## src/rtl/pcorr_pkg.sv

```systemverilog
package pcorr_pkg;

    // defaults for the top-level parameters
    localparam int DEF_MAX_PAIRS   = 1024;
    localparam int DEF_SAMPLE_BITS = 16;

    // fixed result field widths
    localparam int COEF_W   = 16;
    localparam int STATUS_W = 2;
    localparam int COUNT_W  = 11;

    // datapath widths
    localparam int MUL_W  = 32;             // shared multiplier operand width
    localparam int WORD_W = 2 * MUL_W;      // working word, sums taken mod 2^64

    // square root operand is normalized to at least 2^NORM_TOP
    localparam int NORM_TOP = 60;

    // quotient: at most INT_BITS integer bits (operand >= 2^60), FRAC_BITS fraction bits, Q4.15
    localparam int INT_BITS  = 4;
    localparam int FRAC_BITS = 15;
    localparam int DIV_STEPS = INT_BITS + FRAC_BITS;
    localparam int DCNT_W    = $clog2(DIV_STEPS);

    // +1.0 in Q1.14
    localparam int Q_ONE = 16384;

    // status codes
    localparam logic [STATUS_W-1:0] ST_OK       = 2'd0;
    localparam logic [STATUS_W-1:0] ST_ZERO_VAR = 2'd1;
    localparam logic [STATUS_W-1:0] ST_OVERFLOW = 2'd2;

endpackage

```

## src/rtl/pcorr_mul.sv

```systemverilog
// Shared unsigned multiplier, product registered.
module pcorr_mul
    import pcorr_pkg::*;
(
    input  logic               i_clk,
    input  logic [MUL_W-1:0]   i_a,
    input  logic [MUL_W-1:0]   i_b,
    output logic [WORD_W-1:0]  o_p
);

    logic [WORD_W-1:0] r_p;

    always_ff @(posedge i_clk) begin
        r_p <= WORD_W'(i_a) * WORD_W'(i_b);
    end

    assign o_p = r_p;

endmodule

```

## config.mk

```make
export PLATFORM = sky130hd
export DESIGN_NAME = pcorr_mul
export DESIGN_NICKNAME = d
export VERILOG_FILES = /design/src/rtl/pcorr_pkg.sv /design/src/rtl/pcorr_mul.sv
export SDC_FILE = /design/constraint.sdc
export NUM_CORES = 2
export LEC_CHECK = 0
export ABC_AREA = 1
export ABC_CLOCK_PERIOD_IN_PS = 6900
export BUFFER_PORTS_ARGS = -buffer_cell sky130_fd_sc_hd__buf_4
export CORE_UTILIZATION = 45
export CTS_BUF_LIST = sky130_fd_sc_hd__clkbuf_2
export DETAILED_ROUTE_END_ITERATION = 7
export SYNTH_ARGS = -nofsm -noshare
export SYNTH_HDL_FRONTEND = slang
export SYNTH_SLANG_ARGS = --single-unit
```

## constraint.sdc

```tcl
create_clock -name i_clk -period 6.9 [get_ports i_clk]
set_input_delay 1.035 -clock i_clk [delete_from_list [all_inputs] [get_ports i_clk]]
set_output_delay 1.035 -clock i_clk [all_outputs]
set_load 0.01 [all_outputs]
```

==> results.py <==
metrics = {
    "outcome": {
        "status": "completed",
    },
    "die": {
        "ios": 129,
        "coreArea_um2": 82100,
        "die_area_um2": 84300,
        "initial_core_util": 0.455,
        "die-width_um": 290,
        "dieHeight_um": 290,
        "rows": 105,
    },
    "logic_synthesis": {
        "synth_edf_count": 0,
        "synth_fp_nets": 6247,
        "ys.flop_type": "dfxtp_1",
        "ys_seq_area_frac": 0.0343,
        "synthSimpleGateAreaFrac": 0.188,
        "synth_mux_area_frac": 0,
        "synth_fa_ha_area_frac": 0.568,
        "synth_compound_area_frac": 0.00853,
        "syn_inst": 5023,
        "avgSynthCellArea_um2": 7.45,
        "yosysMostFrequentCell": "inv_1",
        "synth_warnings": 0,
        "synth_cell_types": 23,
        "synth_top_family_by_area": "adder cells",
        "synthArstFlopShare": 0,
        "yosysTopAreaCell": "fa_1",
        "synth_seq_cells": 64,
        "synth_common_cells": "inv_1, nand2_1, fa_1",
        "netlist_area_um2": 37400,
        "yosysTopAreaCellShare": 0.480,
        "synth_xor_area_frac": 0.00820,
        "synth_area_leaders": "fa_1, inv_1, nand2_1",
    },
    "cts": {
        "cts-root-buf": "clkbuf_2",
        "cts.path.max_buffers": 2,
        "htreeDepth": 3,
        "postCtsResizedCells": 0,
        "cts_hold_buf": 0,
        "cts_buffers": 9,
        "cts.sinks": 64,
        "post-cts-setup-buffers": 0,
        "cts.clk_slew.worst_paths_ps": 290,
        "cts_tree": "done",
    },
    "timing": {
        "setup_viol": 0,
        "hold_violations": 0,
        "relSlewSlack": 0.771,
        "fin_ws_ps": 165,
        "rsz0062_at_grt": "true",
        "holdWs_ps": 712,
        "finalCritPeriodShare": 0.976,
        "worst_pin_slew_ps": 343,
        "drv_slew": 0,
        "finalCriticalPeriod_ps": 6740,
        "fmax_ghz": 0.148,
    },
    "cells_and_area": {
        "synthToLayoutAreaGrowth_pct": 12.7,
        "fill_cells": 8145,
        "finalNetCount": 6549,
        "final_layout_size_suffix_gt1_frac": 0.109,
        "largest_reg_flops": 64,
        "stdcell_count": 6402,
        "utilization": 0.513,
    },
    "global_route": {
        "grt_max_degree": 23,
        "grt_pass1_vias": 31270,
        "track_usage": 0.252,
        "grt-ovfl-total": 0,
        "grt_antenna_before_repair": 2,
        "grt_pass1_wl_mm": 167,
    },
    "placed_design": {
        "port_buffers": 128,
        "placedCellCount": 6384,
        "globalplace.congestion": 0.927,
        "hpwl_mm": 92.3,
        "dp_slack_ps": -670,
    },
    "worst_setup_path": {
        "end_kind": "flop",
        "crit_fanout": 19,
        "critPathRequiredTime_ps": 7400,
        "worstSetupStartpoint": "i_a[14]",
        "path_class": "input port to flop",
        "cp_data_arrival_time_ps": 7240,
        "startpoint_type": "input port",
    },
    "flow_run": {
        "max_cap_violations": 0,
    },
    "routing": {
        "drt_pass1_iterations": 6,
        "post-route-drc-count": 0,
        "routed-via-count": 29823,
        "routed_wl_mm": 102,
        "vias_per_cell": 4.66,
        "drtIter0Drc": 1689,
        "detail_route.wl_per_cell_um": 15.9,
        "drtAntennaViolNets": 0,
    },
    "min_path": {
        "min_from": "i_b[0]",
        "holdPathEnd": "o_p[0]",
        "holdPathStages": 3,
        "hold_class": "input port to flop",
    },
}
==> cells by family after synthesis <==
kind of cell / after synthesis
AO/OA/AOI/OAI: 57
adder cells (fa/ha/maj): 1159
XOR/XNOR: 35
flip-flops: 64
buffers and inverters: 1927
AND/OR/NAND/NOR: 1781
==> layout make-up <==
type / count / area, um^2 / area share
inverters: 1735 / 6510 / 0.155
multi-input cells: 3032 / 29000 / 0.687
well taps: 1070 / 1340 / 0.0318
diodes: 2 / 5.00 / 0.000119
repair buffers: 483 / 3870 / 0.0919
clock buffers: 9 / 45.0 / 0.00107
clock inverters: 7 / 120 / 0.00285
flip-flops and latches: 64 / 1280 / 0.0304
==> stage by stage <==
step	setup TNS [ps]	instance area, um^2
6_report	0	42100
5_1_grt	-20.0	42100
4_1_cts	0	42000
3_5_place_dp	-20140	41900
3_3_place_gp	-19400	41900
2_1_floorplan	0	37400
==> how the worst max path moves through the flow <==
stage,endpoint,slack (ps),cells after the start
6_report,o_p[28],160,21
5_1_grt,o_p[63],-10,25
4_1_cts,o_p[61],10,25
3_5_place_dp,o_p[61],-670,25
3_3_place_gp,o_p[61],-610,25
2_1_floorplan,o_p[60],50,26
==> cells in the final DEF, fill, tap and decap left out <==
cell type / synthesis / routed
buf_6: 0 / 9
nor2_1: 81 / 74
a21oi_2: 0 / 6
clkbuf_2: 0 / 9
a21oi_1: 43 / 37
clkinvlp_4: 0 / 1
clkinv_2: 0 / 1
o21bai_1: 11 / 11
ha_2: 0 / 3
fa_1: 896 / 896
inv_2: 12 / 12
nand2_2: 15 / 16
nor3_1: 11 / 11
buf_12: 0 / 17
nor2_4: 6 / 7
xnor2_1: 2 / 2
o21ai_0: 2 / 2
dfxtp_1: 64 / 64
inv_1: 1723 / 1723
diode_2: 0 / 2
nand2_1: 1566 / 1565
nand3_2: 9 / 9
nor2_2: 14 / 20
clkinv_4: 0 / 2
o21bai_2: 1 / 1
bufinv_16: 0 / 3
nand4_1: 16 / 16
xor2_1: 33 / 33
buf_4: 0 / 457
nor3_2: 6 / 6
ha_1: 263 / 258
nor3_4: 1 / 1
ha_4: 0 / 2
nand3_1: 56 / 56
==> worst max-delay path, cell delays in order <==
cell and delay, ps:
buf_4 270, nand2_1 100, inv_1 80, fa_1 450, fa_1 550, inv_1 50
fa_1 450, fa_1 530, fa_1 550, inv_1 50, fa_1 480, fa_1 600
fa_1 480, ha_1 360, nand2_1 150, nor2_1 200, inv_2 80, nor2_1 230
a21oi_1 120, nand2_2 130, xor2_1 260
==> metal layers <==
metal / track usage / wire length, um / up-vias
met5: 0 / 0 / -
met1: 0.342 / 43300 / 14777
met4: 0.0423 / 1870 / 0
met2: 0.448 / 51500 / 720
li1: - / - / 14228
met3: 0.0160 / 4800 / 98
Power is not shown: default switching activity piles up to over one toggle a cycle in this logic, so the estimate is an artifact.
